===== config.mk =====
export PLATFORM = sky130hd
export DESIGN_NAME = hps_front
export DESIGN_NICKNAME = d
export VERILOG_FILES = /design/src/rtl/hps_pkg.sv /design/src/rtl/hps_front.sv
export SDC_FILE = /design/constraint.sdc
export NUM_CORES = 1
export LEC_CHECK = 0
export BUFFER_PORTS_ARGS = -buffer_cell sky130_fd_sc_hd__buf_2
export CAP_MARGIN = 20
export CORE_MARGIN = 2
export CORE_UTILIZATION = 40
export CTS_CLUSTER_DIAMETER = 200
export DETAILED_ROUTE_END_ITERATION = 10
export SKIP_CTS_REPAIR_TIMING = 1
export SLEW_MARGIN = 20
export SYNTH_ARGS = -nofsm -noshare
export SYNTH_HDL_FRONTEND = slang
export SYNTH_SLANG_ARGS = --single-unit

===== constraint.sdc =====
create_clock -name clk -period 17.18 [get_ports clk]
set_input_delay 3.436 -clock clk [delete_from_list [all_inputs] [get_ports clk]]
set_output_delay 3.436 -clock clk [all_outputs]
set_load 0.01 [all_outputs]

===== src/rtl/hps_pkg.sv =====
`timescale 1ns / 1ps

package hps_pkg;

	localparam int unsigned QUEUE_DEPTH = 2;
	localparam int unsigned CFG_IDX_W = 3;
	localparam int unsigned CFG_DATA_W = 32;
	localparam int unsigned TICK_MS = 10;

	typedef enum logic {
		REQ_START = 1'b0,
		REQ_TICK = 1'b1
	} req_t;

	typedef enum logic [1:0] {
		CAUSE_RUNNING = 2'd0,
		CAUSE_SETTLED = 2'd1,
		CAUSE_TIMEOUT = 2'd2,
		CAUSE_IDLE = 2'd3
	} cause_t;

	typedef enum logic [CFG_IDX_W-1:0] {
		REG_PROP_GAIN = 3'd0,
		REG_INTEG_GAIN = 3'd1,
		REG_DERIV_GAIN = 3'd2,
		REG_ERROR_BAND = 3'd3,
		REG_SPEED_LIMIT = 3'd4
	} cfg_reg_t;

	localparam logic [31:0] PROP_GAIN_RST = 32'd87960930;
	localparam logic [31:0] INTEG_GAIN_RST = 32'd164927;
	localparam logic [31:0] DERIV_GAIN_RST = 32'd46179488;
	localparam logic [15:0] ERROR_BAND_RST = 16'd300;
	localparam logic signed [13:0] SPEED_LIMIT_RST = 14'sd10;

	typedef struct packed {
		logic [31:0] prop;
		logic [31:0] integ;
		logic [31:0] deriv;
	} gains_t;

	typedef struct packed {
		logic [15:0] band;
		logic signed [13:0] speed;
	} limits_t;

	typedef struct packed {
		logic signed [21:0] err;
		logic signed [31:0] isum;
		logic signed [22:0] deriv;
		cause_t cause;
	} work_t;

endpackage


===== src/rtl/hps_front.sv =====
`timescale 1ns / 1ps

module hps_front (
	input  logic clk,
	input  logic arst_n,
	input  logic in_valid,
	output logic in_ready,
	input  logic req_type,
	input  logic signed [20:0] target_heading,
	input  logic [15:0] time_limit_ms,
	input  logic signed [20:0] heading,
	input  logic signed [13:0] speed_right_front,
	input  logic signed [13:0] speed_right_back,
	input  logic signed [13:0] speed_left_front,
	input  logic signed [13:0] speed_left_back,
	input  hps_pkg::limits_t lim,
	input  logic q_full,
	output logic push,
	output hps_pkg::work_t push_data
);

	logic running_q;
	logic signed [20:0] target_q;
	logic [15:0] limit_q;
	logic [16:0] elapsed_q;
	logic signed [31:0] esum_q;
	logic signed [21:0] lasterr_q;

	logic accept;
	logic is_tick;
	logic signed [21:0] err;
	logic signed [32:0] sum_wide;
	logic signed [31:0] esum_next;
	logic signed [22:0] deriv;
	logic [21:0] aerr;
	logic slow;
	logic settled;
	logic [17:0] elapsed_inc;
	logic [16:0] elapsed_next;
	logic timeout;

	assign in_ready = !q_full;
	assign accept = in_valid && in_ready;
	assign is_tick = (hps_pkg::req_t'(req_type) == hps_pkg::REQ_TICK);
	assign push = accept && is_tick;

	always_comb begin
		err = 22'(target_q) - 22'(heading);
		sum_wide = 33'(esum_q) + 33'(err);
		if (sum_wide > 33'sd2147483647) begin
			esum_next = 32'sh7FFFFFFF;
		end else if (sum_wide < -33'sd2147483648) begin
			esum_next = 32'sh80000000;
		end else begin
			esum_next = sum_wide[31:0];
		end
		deriv = 23'(err) - 23'(lasterr_q);
		aerr = err[21] ? 22'(-err) : err;
		slow = (speed_right_front < lim.speed) && (speed_right_back < lim.speed)
			&& (speed_left_front < lim.speed) && (speed_left_back < lim.speed);
		settled = (aerr < {6'd0, lim.band}) && slow;
		elapsed_inc = {1'b0, elapsed_q} + 18'(hps_pkg::TICK_MS);
		elapsed_next = elapsed_inc[17] ? 17'h1FFFF : elapsed_inc[16:0];
		timeout = (elapsed_next >= {1'b0, limit_q});

		if (!running_q) begin
			push_data.err = '0;
			push_data.isum = '0;
			push_data.deriv = '0;
			push_data.cause = hps_pkg::CAUSE_IDLE;
		end else begin
			push_data.err = err;
			push_data.isum = esum_next;
			push_data.deriv = deriv;
			if (settled) begin
				push_data.cause = hps_pkg::CAUSE_SETTLED;
			end else if (timeout) begin
				push_data.cause = hps_pkg::CAUSE_TIMEOUT;
			end else begin
				push_data.cause = hps_pkg::CAUSE_RUNNING;
			end
		end
	end

	always_ff @(posedge clk or negedge arst_n) begin
		if (!arst_n) begin
			running_q <= 1'b0;
			target_q <= '0;
			limit_q <= '0;
			elapsed_q <= '0;
			esum_q <= '0;
			lasterr_q <= '0;
		end else if (accept) begin
			if (!is_tick) begin
				target_q <= target_heading;
				limit_q <= time_limit_ms;
				elapsed_q <= '0;
				esum_q <= '0;
				lasterr_q <= '0;
				running_q <= 1'b1;
			end else if (running_q) begin
				esum_q <= esum_next;
				lasterr_q <= err;
				if (settled) begin
					running_q <= 1'b0;
				end else begin
					elapsed_q <= elapsed_next;
					if (timeout) begin
						running_q <= 1'b0;
					end
				end
			end
		end
	end

endmodule


==> results.py <==
metrics = {
    "timing": {
        "fin_setup_tns_ns": 0,
        "drv_slew": 0,
        "max_slew_margin": 0.235,
        "worstMarginPinSlew_ns": 1.15,
        "finalCritPeriodShare": 0.764,
        "fmax_mhz": 76.2,
        "timing.hold.ws_ns": 0.483,
        "hold_violations": 0,
        "period_minus_slack_ns": 13.13,
        "clock-skew-final_ns": 0.0132,
        "finalSetupViolCount": 0,
        "grt_setup_unrepaired": "false",
    },
    "route": {
        "drt-initial-drc-count": 623,
        "first_pass_iters": 5,
        "drc": 0,
        "vias_per_cell": 5.41,
        "final_antenna_net_count": 0,
        "avgRoutedWirePerCell_um": 17.7,
        "finalWirelength_um": 36400,
        "vias": 11200,
    },
    "yosys": {
        "synth_ff_type": "dfrtp_1",
        "syn_area_per_cell_sq_um": 7.76,
        "ys_ff_latch": 109,
        "synth_top_area_frac": 0.239,
        "synth_cells": 1474,
        "synthTopCellsByArea": "dfrtp_1, ha_1, o21ai_0",
        "synth_compound_area_frac": 0.255,
        "yosys.area_share.adder": 0.181,
        "async_flop_share": 1.00,
        "ys_types": 69,
        "yosysSeqAreaShare": 0.239,
        "synth_top_family_by_area": "compound AO/OA/AOI/OAI gates",
        "synth_xor_xnor_area_share": 0.0650,
        "netlist_area_sq_mm": 0.0114,
        "yosys_warnings": 0,
        "post_synth_mux_area_share": 0.00635,
        "synth_edf_count": 0,
        "synthSimpleGateAreaFrac": 0.191,
        "synth_top_area_cell": "dfrtp_1",
        "syn_nets": 1787,
    },
    "global_route": {
        "first_global_vias": 10800,
        "grt_pass1_wl_um": 58000,
        "grt_max_degree": 63,
        "globalRouteTotalUtil": 0.240,
        "grtUsageMet1": 0.323,
        "grt_overflow": 0,
        "antenna_found_initial": 0,
        "busiest_layer": "met2",
        "met2_usage": 0.400,
        "grt_util_met3": 0.0396,
    },
    "clocking": {
        "numCtsBuffers": 9,
        "clock-sinks": 109,
        "path_clk_slew_ns": 0.08,
        "cts_tree": "yes",
        "cts_buffer_depth": 2,
        "htree_num_levels": 3,
        "clockRootBuffer": "clkbuf_16",
        "clock_latency_ns": 0.36,
    },
    "worst_setup_path": {
        "path_class": "input pin to primary output",
        "worstSetupStartpointType": "input pin",
        "endpoint_kind": "primary output",
        "cp_max_fo": 24,
        "cp.arrival_ns": 9.69,
        "crit_required_ns": 13.74,
    },
    "power": {
        "internal-power_w": 0.00119,
        "vdd_drop_max_mv": 0.205,
        "p_comb_frac": 0.770,
        "switching_share": 0.518,
        "power.switching_w": 0.00129,
        "leakage_nw": 6.81,
        "seqPwrFrac": 0.144,
        "powerDensity_mw_per_mm2": 187,
        "p_clk_frac": 0.086,
    },
    "floorplanning": {
        "die-area_sq_mm": 0.0300,
        "die_width_um": 173,
        "num_io_pins": 230,
        "core_sq_mm": 0.0279,
        "die_h_um": 173,
        "fp-row-count": 61,
        "start_util": 0.409,
    },
    "cells_and_area": {
        "utilization": 0.476,
        "design_area_sq_mm": 0.0133,
        "syn_to_final_growth_pct": 16.2,
        "antenna_cells": 0,
        "fin_nets": 1994,
        "nFillCells": 2871,
        "drive_above_1_share": 0.179,
    },
    "job": {
        "drv_cap": 0,
    },
    "placed_design": {
        "io_buffers": 229,
        "hpwl_um": 28600,
        "place.gp.congestion": 0.928,
        "dpl_cell_area_sq_mm": 0.0130,
    },
    "worst_hold_path": {
        "min_path_type": "flop to flop",
    },
    "status": {
        "status": "finished clean",
    },
}
==> cells by family after synthesis <==
kind of cell,Yosys count
AO/OA/AOI/OAI,467
XOR/XNOR,84
adder cells (fa/ha/maj),164
buffers and inverters,182
flip-flops,109
multiplexers,7
AND/OR/NAND/NOR,461
==> critical path, cell delays in order <==
cell and delay, ns:
buf_2 0.10, ha_1 0.24, fa_1 0.42, xor2_1 0.74, nand3_1 0.30, a211oi_1 0.38, o2111ai_1 0.23, nor3_1 0.54
nor2_1 0.11, xnor2_1 0.22, ha_1 0.28, a21o_1 0.16, a21o_1 0.17, a21oi_1 0.16, o21ai_0 0.10, a21o_1 0.19
a22oi_1 0.18, nand4_1 0.29, nor4b_1 0.37, o22ai_1 0.12, or4_4 0.61, inv_2 0.09, o21ai_1 0.06, buf_2 0.17
==> sequential cells by signal, indices dropped and copies added (netlist names) <==
name,count
running_q,1
target_q,21
elapsed_q,17
limit_q,16
lasterr_q,22
esum_q,32
==> metrics by stage <==
stage / worst slack (ns) / std cells / total power (W)
floorplan: 5.23 / 1474 / 0.00163
global placement: 4.24 / 2048 / 0.00226
detailed placement: 4.21 / 2048 / 0.00227
CTS: 4.20 / 2064 / 0.00249
global route: 3.70 / 2064 / 0.00272
finish: 4.05 / 2064 / 0.00248
==> placed cells by master (no fill, tap or decap), types with 7 or more instances in the layout <==
cell type	synthesis	layout
a211oi_1	14	14
inv_1	124	124
xnor2_1	56	56
nand2_1	189	189
buf_4	0	23
dfrtp_1	109	109
or3_1	8	8
o21a_1	28	28
clkbuf_16	0	9
a31oi_1	23	23
nor2_1	92	91
nor4_1	7	7
and2_1	15	15
nand3_1	25	25
and3_1	14	14
o211ai_1	11	11
o22ai_1	13	13
nand2b_1	19	19
a21o_1	53	53
xor2_1	27	27
buf_2	2	228
nand4_1	16	16
nor3_1	24	23
ha_1	161	161
o21ai_0	146	144
a21oi_1	110	109
o21ai_1	6	7
nor2b_1	23	23
==> power by group through the flow <==
stage | combinational [W] | clock, W | sequential (W)
final | 0.00191 | 0.000213 | 0.000358
after global routing | 0.00212 | 0.000228 | 0.000367
after CTS | 0.00192 | 0.000218 | 0.000358
after detailed placement | 0.00190 | 0 | 0.000363
after global placement | 0.00190 | 0 | 0.000361
after floorplan | 0.00127 | 0 | 0.000353
==> synth_stat cells, drive strengths merged (9+ instances only) <==
master	instances
xnor2	56
o21a	28
nand3	25
o211ai	11
nor3	25
a211oi	19
dfrtp	109
ha	161
inv	126
a31oi	23
o22ai	13
nand4	16
a21o	53
and3	14
clkbuf	47
nand2	189
or3	9
xor2	28
and2	16
nor2	92
nand2b	19
o21ai	152
nor2b	24
a21oi	110
==> routing by layer <==
layer  share of wire  vias up
met5               0        -
met4           0.023        0
met3           0.059       37
met2            0.46      341
met1            0.46     5161
li1                -     5625
==> area by class of cell <==
class	instances	area, sq um	area share
timing repair buffer	251	1310	0.0989
sequential	109	2730	0.205
tap	378	473	0.0356
multi-input combinational	1183	8010	0.603
clock buffer	10	239	0.0180
clock inverter	6	45.0	0.00339
inverter	127	477	0.0359
==> worst paths after layout <==
kind                                   from             to  slack [ns]  cells past startpoint
worst max register to register  target_q[0]  elapsed_q[10]       10.22                     23
worst min-delay path            target_q[4]    target_q[4]        0.48                      2
worst max-delay path             heading[0]   push_data[1]        4.05                     24
min in group asynchronous            arst_n     esum_q[23]        3.17                      1
worst min register to register  target_q[4]    target_q[4]        0.48                      2
max in group asynchronous            arst_n      esum_q[8]       12.74                      2
Note: power is estimated with default switching activity, not from simulation.
