===== config.mk =====
export PLATFORM = sky130hd
export DESIGN_NAME = hps_fifo
export DESIGN_NICKNAME = d
export VERILOG_FILES = /design/src/rtl/hps_pkg.sv /design/src/rtl/hps_fifo.sv
export SDC_FILE = /design/constraint.sdc
export NUM_CORES = 1
export LEC_CHECK = 0
export ABC_AREA = 1
export BUFFER_PORTS_ARGS = -buffer_cell sky130_fd_sc_hd__buf_4
export CORE_ASPECT_RATIO = 0.6
export CORE_MARGIN = 2
export CORE_UTILIZATION = 52
export CTS_CLUSTER_SIZE = 16
export DETAILED_ROUTE_END_ITERATION = 10
export PLACE_DENSITY_LB_ADDON = 0.1
export SLEW_MARGIN = 5
export SYNTH_ARGS = -nofsm -noshare
export SYNTH_HDL_FRONTEND = slang
export SYNTH_SLANG_ARGS = --single-unit
export TNS_END_PERCENT = 1

===== constraint.sdc =====
create_clock -name clk -period 5.7 [get_ports clk]
set_clock_uncertainty 0.1 [all_clocks]
set_input_delay 0 -clock clk [delete_from_list [all_inputs] [get_ports clk]]
set_output_delay 0 -clock clk [all_outputs]
set_load 0.005 [all_outputs]

===== src/rtl/hps_pkg.sv =====
`timescale 1ns / 1ps

package hps_pkg;

	localparam int unsigned QUEUE_DEPTH = 2;
	localparam int unsigned CFG_IDX_W = 3;
	localparam int unsigned CFG_DATA_W = 32;
	localparam int unsigned TICK_MS = 10;

	typedef enum logic {
		REQ_START = 1'b0,
		REQ_TICK = 1'b1
	} req_t;

	typedef enum logic [1:0] {
		CAUSE_RUNNING = 2'd0,
		CAUSE_SETTLED = 2'd1,
		CAUSE_TIMEOUT = 2'd2,
		CAUSE_IDLE = 2'd3
	} cause_t;

	typedef enum logic [CFG_IDX_W-1:0] {
		REG_PROP_GAIN = 3'd0,
		REG_INTEG_GAIN = 3'd1,
		REG_DERIV_GAIN = 3'd2,
		REG_ERROR_BAND = 3'd3,
		REG_SPEED_LIMIT = 3'd4
	} cfg_reg_t;

	localparam logic [31:0] PROP_GAIN_RST = 32'd87960930;
	localparam logic [31:0] INTEG_GAIN_RST = 32'd164927;
	localparam logic [31:0] DERIV_GAIN_RST = 32'd46179488;
	localparam logic [15:0] ERROR_BAND_RST = 16'd300;
	localparam logic signed [13:0] SPEED_LIMIT_RST = 14'sd10;

	typedef struct packed {
		logic [31:0] prop;
		logic [31:0] integ;
		logic [31:0] deriv;
	} gains_t;

	typedef struct packed {
		logic [15:0] band;
		logic signed [13:0] speed;
	} limits_t;

	typedef struct packed {
		logic signed [21:0] err;
		logic signed [31:0] isum;
		logic signed [22:0] deriv;
		cause_t cause;
	} work_t;

endpackage


===== src/rtl/hps_fifo.sv =====
`timescale 1ns / 1ps

module hps_fifo #(
	parameter int unsigned Depth = hps_pkg::QUEUE_DEPTH
) (
	input  logic clk,
	input  logic arst_n,
	input  logic push,
	input  hps_pkg::work_t push_data,
	output logic full,
	input  logic pop,
	output logic head_valid,
	output hps_pkg::work_t head_data
);

	localparam int unsigned PtrW = (Depth > 1) ? $clog2(Depth) : 1;
	localparam int unsigned CntW = $clog2(Depth + 1);

	hps_pkg::work_t mem_q [Depth];
	logic [PtrW-1:0] wr_ptr_q;
	logic [PtrW-1:0] rd_ptr_q;
	logic [CntW-1:0] count_q;
	logic do_push;
	logic do_pop;

	assign full = (count_q == CntW'(Depth));
	assign head_valid = (count_q != '0);
	assign head_data = mem_q[rd_ptr_q];
	assign do_push = push && !full;
	assign do_pop = pop && head_valid;

	always_ff @(posedge clk) begin
		if (do_push) begin
			mem_q[wr_ptr_q] <= push_data;
		end
	end

	always_ff @(posedge clk or negedge arst_n) begin
		if (!arst_n) begin
			wr_ptr_q <= '0;
			rd_ptr_q <= '0;
			count_q <= '0;
		end else begin
			if (do_push) begin
				wr_ptr_q <= (wr_ptr_q == PtrW'(Depth - 1)) ? '0 : wr_ptr_q + 1'b1;
			end
			if (do_pop) begin
				rd_ptr_q <= (rd_ptr_q == PtrW'(Depth - 1)) ? '0 : rd_ptr_q + 1'b1;
			end
			if (do_push && !do_pop) begin
				count_q <= count_q + 1'b1;
			end else if (do_pop && !do_push) begin
				count_q <= count_q - 1'b1;
			end
		end
	end

	a_no_overflow: assert property (@(posedge clk) disable iff (!arst_n)
		count_q <= CntW'(Depth))
		else $error("queue count beyond depth");

endmodule


==> results of run 1 <==
## path summary, 6_finish.rpt
check                         startpoint            end  slack, ns  depth (start not counted)
setup / recovery                rd_ptr_q  head_data[74]       3.07                          5
hold / removal             push_data[29]   mem_q[0][29]       0.21                          2
setup reg to reg              count_q[1]   mem_q[1][52]       3.08                          4
hold reg to reg               count_q[1]     count_q[1]       0.38                          2
max in group asynchronous         arst_n       rd_ptr_q       4.92                          3
min in group asynchronous         arst_n       wr_ptr_q       0.39                          3
## cells in the mapped netlist (all sizes together)
library cell  count
dfrtp             4
buf              17
edfxtp          158
ha                1
nand4             1
nand2           248
nand3             2
o21ai             1
nor2              3
inv               8
xnor2             1
## final cells by class
cell class	count	area (sq um)	share of cell area
inverters	8	38.8	0.00446
well taps	160	200	0.0230
clock inverters	14	108	0.0124
multi-input cells	257	1000	0.115
flip-flops and latches	162	4850	0.557
clock buffers	18	429	0.0493
repair buffers	249	2080	0.239
## kinds of logic after synthesis
kind of cell,after synthesis
buffers and inverters,25
and+or+nand+nor,254
xor gates and xnor gates,1
AOI/OAI and AO/OA,1
adders and majority gates,1
DFF,162
## sequential cells by signal (all words and copies together), names as in the netlist
| signal | flops |
|---|---|
| count_q | 2 |
| mem_q | 158 |
| rd_ptr_q | 1 |
| wr_ptr_q | 1 |
## power by group
| part | internal [mW] | switching, mW |
|---|---|---|
| clock network | 0.562 | 0.468 |
| registers | 1.63 | 0.0992 |
| logic | 0.574 | 0.719 |
## through the flow
step,utilization,instance area [sq um]
3_3_place_gp,0.649,7330
4_1_cts,0.770,8700
5_1_grt,0.770,8700
3_5_place_dp,0.649,7330
6_report,0.770,8700
2_1_floorplan,-,6040
## per-layer routing
metal | global-route usage | part of all wire | vias up
met5 | 0 | 0 | -
met4 | 0.0747 | 0.013 | 0
met3 | 0.0792 | 0.068 | 15
met2 | 0.356 | 0.48 | 138
met1 | 0.267 | 0.44 | 1865
li1 | - | - | 1999
## timing repair
action / in CTS / in global routing
endpoints found under the hold margin: 165 / 0
endpoints found under the setup margin: 0 / 0
hold buffers: 83 / 0
==> run metrics, run 1 <==
CP Launch Type flop; setup TNS 0 ns; endpoints failing hold 0; Hold Crit Class in2reg; worst rel slew slack 0.291; critical path arrival 2.53 ns; sequential share of the synthesized area 0.803; Cells after Synth ~440; port buffer count 163; clock-pin slew on the worst setup and hold paths 0.07 ns; drt wl/cell 15.1 um; Area contributors post-synth edfxtp_1 (79%), nand2_1 (15%), buf_6 (1.7%), dfrtp_1 (1.7%), buf_4 (1.0%); DR iter-0 viols 263; clock sinks 162; Initial Util 0.534; NumNets Final 779; crit path time final 2.63 ns; Finished Layout Cells 868; worst hold margin 0.206 ns; CTS root buf clkbuf_16; Slowest-stage cell, CP dfrtp_2; number of detailed-route iterations in the first pass 4; core area 11,300 sq um; clk buf depth 2; number of H-tree levels 4; cts repair resizes 0; Avg Cell Area, Syn 13.6 sq um; slowest cell delay on critical path 0.78 ns; status finished, final reports clean; GRT Util Overall 0.216; first-pass GRT wire length ~20,000 um; cell type with the largest total area after synthesis edfxtp_1; Synth Area in XOR/XNOR 0.00145; n_diodes 0; Max Freq roughly 380 MHz; most frequent cells in the layout nand2_1 (247), buf_4 (166), edfxtp_1 (158); Crit. End Element output port; Inst Count DP about 750; die width 143 um; number of CTS-inserted buffers 17; routed vias/inst 4.63; Pwr Total a little over 4 mW; gp weighted congestion 0.786; CTS tree built; commonest non-fill, non-tap cell in the layout nand2_1; Post-DRT Antenna Nets 0; flops & latches, synth 162; Slew Limit Fails 0; routed wire length 13,100 um; max cap viols 0; Skew-Pair Late Insertion Delay roughly 0.41 ns; die area 12,500 sq um; ratio of cells with drive above 1 in the final layout 0.287; # setup viols final 0; crit path buf inv count 3; Synth Area in Simple Gates 0.160; mux contribution to synthesized area 0; Synth Cell Area 6040 sq um; Yosys top cell area share 0.786; compound-gate portion of the synthesized area 0.000829; critical path data required time around 5.6 ns; DP Wirelength 7300 um; Rows 30; Syn-to-layout area delta 44.1%; RSZ-0062 raised after global routing no; Leak about 3.7 nW; PD cells 466 nW/um^2; boundary pin count 164; Largest delay share family, worst path buffers and inverters; DRC errors left 0; maximum vdd drop 0.286 mV; height of the die 87.5 um; Tightest Pin Transition ~1.1 ns; initial antenna violation count 0; kind of critical path reg2out; Vias 4,017; Worst Slack Setup Final 3.07 ns; GRT Residual Overflow 0; CP cell instances buf_4 -> inv_8 -> nand2_1 -> nand2_1 -> buf_4; critical path peak fanout 80; synth warn 0; Cell variety after synth 15; Adder-Cell Fraction of Synth Area 0.00207; largest net degree at the start of global routing roughly 80; vias in the first global route 4,031; largest family of logic cells by synthesized area simple AND/OR/NAND/NOR gates; final period utilization 0.461; syn_nets 528; pre-CTS setup slack between 3 and 4 ns; Post-CTS Setup Inserts 0; Fill cells ~710
Note: power is estimated with default switching activity, not from simulation.
==> run 2, diff against run 1 <==
==> constraint.sdc (replaced) <==
create_clock -name clk -period 2.5 [get_ports clk]
set_clock_uncertainty 0.1 [all_clocks]
set_input_delay 0 -clock clk [delete_from_list [all_inputs] [get_ports clk]]
set_output_delay 0 -clock clk [all_outputs]
set_load 0.005 [all_outputs]
==> run 2 against run 1 <==
Against the previous run: non-clock buffer count increased by 2; clock power increased by 130%; cell count increased by 0.23%; core utilization increased by 0.55 points; cell area increased by 0.72%; sequential cell count unchanged; critical path type unchanged; critical endpoint unchanged.
==> run metrics, run 2 (synthesis gave the netlist of run 1 again) <==
Vias 4,072; drt wl/cell 14.8 um; Inst Count DP 755; worst hold margin between 0.2 and 0.25 ns; critical path arrival 1.86 ns; biggest regs mem_q x158, count_q x2; Crit. End Element output port; Worst R2R End mem_q[0][77]; vias in the first global route ~4,100; Initial Util 0.534; Skew-Pair Late Insertion Delay 0.41 ns; routed vias/inst between 4 and 5; max FFs per register 158; number of detailed-route iterations in the first pass 4; worst r2r src count_q[1]; first-pass GRT wire length a little under 20,000 um; Tightest Pin Transition 0.483 ns; Pwr Total 9.34 mW; initial antenna violation count 0; critical path data required time approximately 2.4 ns; n_diodes 0; Leak 3.74 nW; setup TNS 0 ns; PD cells 1070 nW/um^2; register with the most flip-flops mem_q; hold path start push_data[34]; RSZ-0062 raised after global routing no; number of CTS-inserted buffers 17; Hold Crit Class in2reg; critical path peak fanout 32; core area 11,300 sq um; port buffer count 163; crit path time final between 1.5 and 2 ns; Max Freq 510 MHz; Rows 30; Finished Layout Cells 870; endpoints failing hold 0; Post-CTS Setup Inserts 0; clock sinks 162; pre-CTS setup slack 0.799 ns; boundary pin count 164; Syn-to-layout area delta 45.1%; die width 143 um; NumNets Final 781; Slew Limit Fails 0; ratio of cells with drive above 1 in the final layout 0.287; worst hold path depth 2; clock-pin slew on the worst setup and hold paths 0.06 ns; worst rel slew slack 0.678; DR iter-0 viols 248; number of H-tree levels 4; largest net degree at the start of global routing 81; kind of critical path reg2out; CTS tree built; max cap viols 0; # setup viols final 0; final period utilization 0.784; gp weighted congestion 0.744; height of the die 87.5 um; GRT Residual Overflow 0; Worst Slack Setup Final approximately 0.54 ns; DRC errors left 0; DP Wirelength 7510 um; Worst R2R Path Depth 6; design area 8760 sq um; Post-DRT Antenna Nets 0; most frequent cells in the layout nand2_1 (247), buf_4 (166), edfxtp_1 (158); clk buf depth 2; status finished, final reports clean; commonest non-fill, non-tap cell in the layout nand2_1; Reg2Reg Setup Slack 0.77 ns; crit path from rd_ptr_q; fin util 0.775; Placement Cell Area 7370 sq um; maximum vdd drop 0.629 mV; routed wire length approximately 13,000 um; CP Launch Type flop; die area 12,500 sq um; GRT Util Overall 0.213; CTS root buf clkbuf_16; WHS Endpoint mem_q[1][34]
run 2: cell types whose count changed in the layout (fill, tap and decap cells not counted):
cell,previous run,this run
buf_12,0,2
bufinv_16,0,1
clkinv_1,1,2
clkinv_2,3,1
clkinv_4,3,5
clkinvlp_4,4,3
inv_8,2,1
run 2: where the power goes:
part | switching (mW) | leakage [nW] | total (mW) | internal [mW]
clock network | 1.03 | 0.263 | 2.41 | 1.38
logic | 1.68 | 1.96 | 3.03 | 1.35
registers | 0.201 | 1.52 | 3.90 | 3.70
run 2: worst max-delay path by stage:
stage	to	slack [ns]	cells after the start
2_1_floorplan	mem_q[0][0]	-0.26	5
3_3_place_gp	mem_q[1][33]	0.84	4
3_5_place_dp	mem_q[0][59]	0.80	6
4_1_cts	head_data[2]	0.50	4
5_1_grt	head_data[76]	0.41	4
6_report	head_data[74]	0.54	4
run 2: what timing repair did:
| action | in CTS | in global routing |
|---|---|---|
| hold endpoints to repair | 165 | 0 |
| resized for setup | 0 | 0 |
| hold buffers | 83 | 0 |
run 2: layout make-up:
type / instances / area [sq um]
Clock buffer: 18 / 429
Tap cell: 160 / 200
Multi-Input combinational cell: 257 / 1000
Timing Repair Buffer: 251 / 2120
Fill cell: 690 / 2540
Inverter: 8 / 38.8
Sequential cell: 162 / 4850
Clock inverter: 14 / 130
run 2: worst max-delay path: stages, from the launching register on:
cell and delay (ns):
dfrtp_2 0.67, buf_4 0.43, nand2_1 0.09, nand2_1 0.13, buf_4 0.12
run 2: metal layers:
layer / up-vias / GRT usage / wire [um]
met5: - / 0 / 0
met4: 0 / 0.0855 / 127
met3: 10 / 0.0638 / 1070
met2: 159 / 0.349 / 6220
met1: 1900 / 0.272 / 5490
li1: 2003 / - / -
==> run 3, diff against run 2 <==
--- a/config.mk
+++ b/config.mk
@@ -5,11 +5,11 @@
 export SDC_FILE = /design/constraint.sdc
 export NUM_CORES = 1
 export LEC_CHECK = 0
-export ABC_AREA = 1
+export ABC_AREA = 0
 export BUFFER_PORTS_ARGS = -buffer_cell sky130_fd_sc_hd__buf_4
 export CORE_ASPECT_RATIO = 0.6
 export CORE_MARGIN = 2
-export CORE_UTILIZATION = 52
+export CORE_UTILIZATION = 47
 export CTS_CLUSTER_SIZE = 16
 export DETAILED_ROUTE_END_ITERATION = 10
 export PLACE_DENSITY_LB_ADDON = 0.1
==> constraint.sdc (replaced) <==
create_clock -name clk -period 1.77 [get_ports clk]
set_clock_uncertainty 0.1 [all_clocks]
set_input_delay 0 -clock clk [delete_from_list [all_inputs] [get_ports clk]]
set_output_delay 0 -clock clk [all_outputs]
set_load 0.005 [all_outputs]
==> run 3 against run 2 <==
Against the previous run: non-clock buffer count rose by 7; hold slack got worse by 0.0035 ns; core utilization fell by 5.8 points; combinational power rose by 69%; die area rose by 15%; via count fell by 17%; critical path depth fell by 1; cell count fell by 18%; largest cell class unchanged; highest routed layer unchanged.
==> run metrics, run 3 <==
status finished, final reports clean; Leak 3.76 nW; max FFs per register 158; max cap viols 0; gp weighted congestion 0.714; die width 153 um; Worst Slack Setup Final approximately 0.0054 ns; n_diodes 0; Fill cells 832; commonest non-fill, non-tap cell in the layout edfxtp_1; maximum vdd drop approximately 0.90 mV; Vias approximately 3,400; final period utilization 0.997; PD cells 1530 nW/um^2; CTS root buf clkbuf_16; DRC errors left 0; Worst R2R Path Depth 5; Placement Cell Area just under 8000 sq um; pre-CTS setup slack 0.141 ns; RSZ-0062 raised after global routing yes; GRT Residual Overflow 0; vias in the first global route 3,648; port buffer count 163; sequential share of the synthesized area 0.769; async set-reset flop share out of synthesis 0.0247; Syn-to-layout area delta 47.7%; initial antenna violation count 0; Main synth FF type edfxtp_1; number of detailed-route iterations in the first pass 4; DP Wirelength 7380 um; Finished Layout Cells 716; biggest regs mem_q x158, count_q x2; endpoints failing hold 0; first-pass GRT wire length around 18,000 um; Skew-Pair Late Insertion Delay 0.41 ns; CTS tree built; CP Launch Type flop; worst r2r src count_q[0]; Synth Cell Area 6300 sq um; GRT Util Overall 0.168; Tightest Pin Transition 0.268 ns; most frequent cells in the layout edfxtp_1 (158), buf_4 (141), dlygate4sd3_1 (83); crit path time final 1.76 ns; Avg Cell Area, Syn 23.8 sq um; Post-synth EDFFs 158; Cells after Synth 265; # setup viols final 0; cell type with the largest total area after synthesis edfxtp_1; register area 4850 sq um; Crit. End Element output port; drt wl/cell 16.5 um; kind of critical path reg2out; clk buf depth 2; core area about 13,000 sq um; clock-pin slew on the worst setup and hold paths 0.07 ns; Max Freq approximately 570 MHz; flops & latches, synth 162; Inst Count DP 600; Multi-input gate area 1310 sq um; synth warn 0; die area 14,400 sq um; Reg2Reg Setup Slack about 0.15 ns; Hold Crit Class in2reg; count leader, synth edfxtp_1; worst hold margin 0.207 ns; critical path data required time 1.67 ns; Rows 32; Worst R2R End count_q[1]; NumNets Final ~620; DR iter-0 viols between 150 and 200; routed wire length 11,800 um; routed vias/inst 4.71; Cell variety after synth 15; design area 9310 sq um; largest net degree at the start of global routing 46; setup TNS 0 ns; hold path start push_data[6]; Yosys top cell area share 0.753; Slew Limit Fails 0; number of CTS-inserted buffers 17; boundary pin count 164; worst rel slew slack 0.821; critical path peak fanout 23; WHS Endpoint mem_q[0][6]; clock sinks 162; height of the die approximately 94 um; register with the most flip-flops mem_q; worst hold path depth 2; top cells by count, synth edfxtp_1 (158), mux2_4 (79), buf_12 (8); ratio of cells with drive above 1 in the final layout 0.531; Initial Util 0.486; syn_nets between 300 and 400; critical path arrival 1.66 ns; Post-DRT Antenna Nets 0; Area contributors post-synth edfxtp_1 (75%), mux2_4 (19%), buf_12 (2.5%), dfrtp_1 (1.6%), xnor2_1 (0.42%); number of H-tree levels 4
[run 3: cell types whose count changed after synthesis, moves of 5 or more]
cell     delta
nand2_1   -246
mux2_4     +79
buf_12      +8
buf_4       -8
buf_6       -8
inv_1       -5
[run 3: metrics by stage]
step	utilization	power (mW)
floorplan	-	8.50
global placement	0.601	10.4
detailed placement	0.601	10.4
CTS	0.717	14.4
global route	0.717	14.9
finish	0.717	14.2
[run 3: logic make-up after synthesis]
| family | share of synthesized area |
|---|---|
| adders and majority gates | 0.00198 |
| and+or+nand+nor | 0.00576 |
| buffers and inverters | 0.0284 |
| DFF | 0.769 |
| xor gates and xnor gates | 0.00695 |
| muxes | 0.188 |
[run 3: area by class of cell]
cell class / instances / share of cell area
clock buffer: 18 / 0.0461
clock inverter: 14 / 0.0163
inverter: 2 / 0.000807
multi-input combinational: 92 / 0.140
sequential: 162 / 0.521
tap: 170 / 0.0229
timing repair buffer: 258 / 0.253
[run 3: worst max path at each step]
stage,startpoint,end,slack (ns),cells past startpoint
2_1_floorplan,count_q[0],mem_q[0][0],-0.52,3
6_report,rd_ptr_q,head_data[11],0.005,3
3_3_place_gp,count_q[0],count_q[1],0.24,6
4_1_cts,rd_ptr_q,head_data[11],-0.02,3
3_5_place_dp,count_q[1],count_q[1],0.14,5
5_1_grt,rd_ptr_q,head_data[11],-0.04,3
[run 3: where the power goes]
| group | switching, mW | internal, mW | total (mW) |
|---|---|---|---|
| clock | 1.48 | 2.09 | 3.57 |
| sequential | 0.291 | 5.25 | 5.54 |
| combinational | 1.96 | 3.15 | 5.11 |
[run 3: critical path, stage by stage, from the launching register on]
cell and delay, ns:
dfrtp_4 0.54, buf_12 0.25, mux2_4 0.34, buf_6 0.12
[run 3: repair_timing]
| item | 4_1_cts | 5_1_grt |
|---|---|---|
| endpoints found under the hold margin | 165 | 0 |
| setup endpoints to repair | 61 | 29 |
| setup buffers | 1 | 0 |
| pin swaps | 0 | 0 |
| hold buffers | 83 | 0 |
| gates resized for setup | 24 | 1 |
[run 3: per-layer routing]
metal,wire length (um),track usage,vias up
met5,0,0,-
li1,-,-,1577
met1,5220,0.214,1652
met3,819,0.0489,22
met4,225,0.0757,0
met2,5560,0.272,120
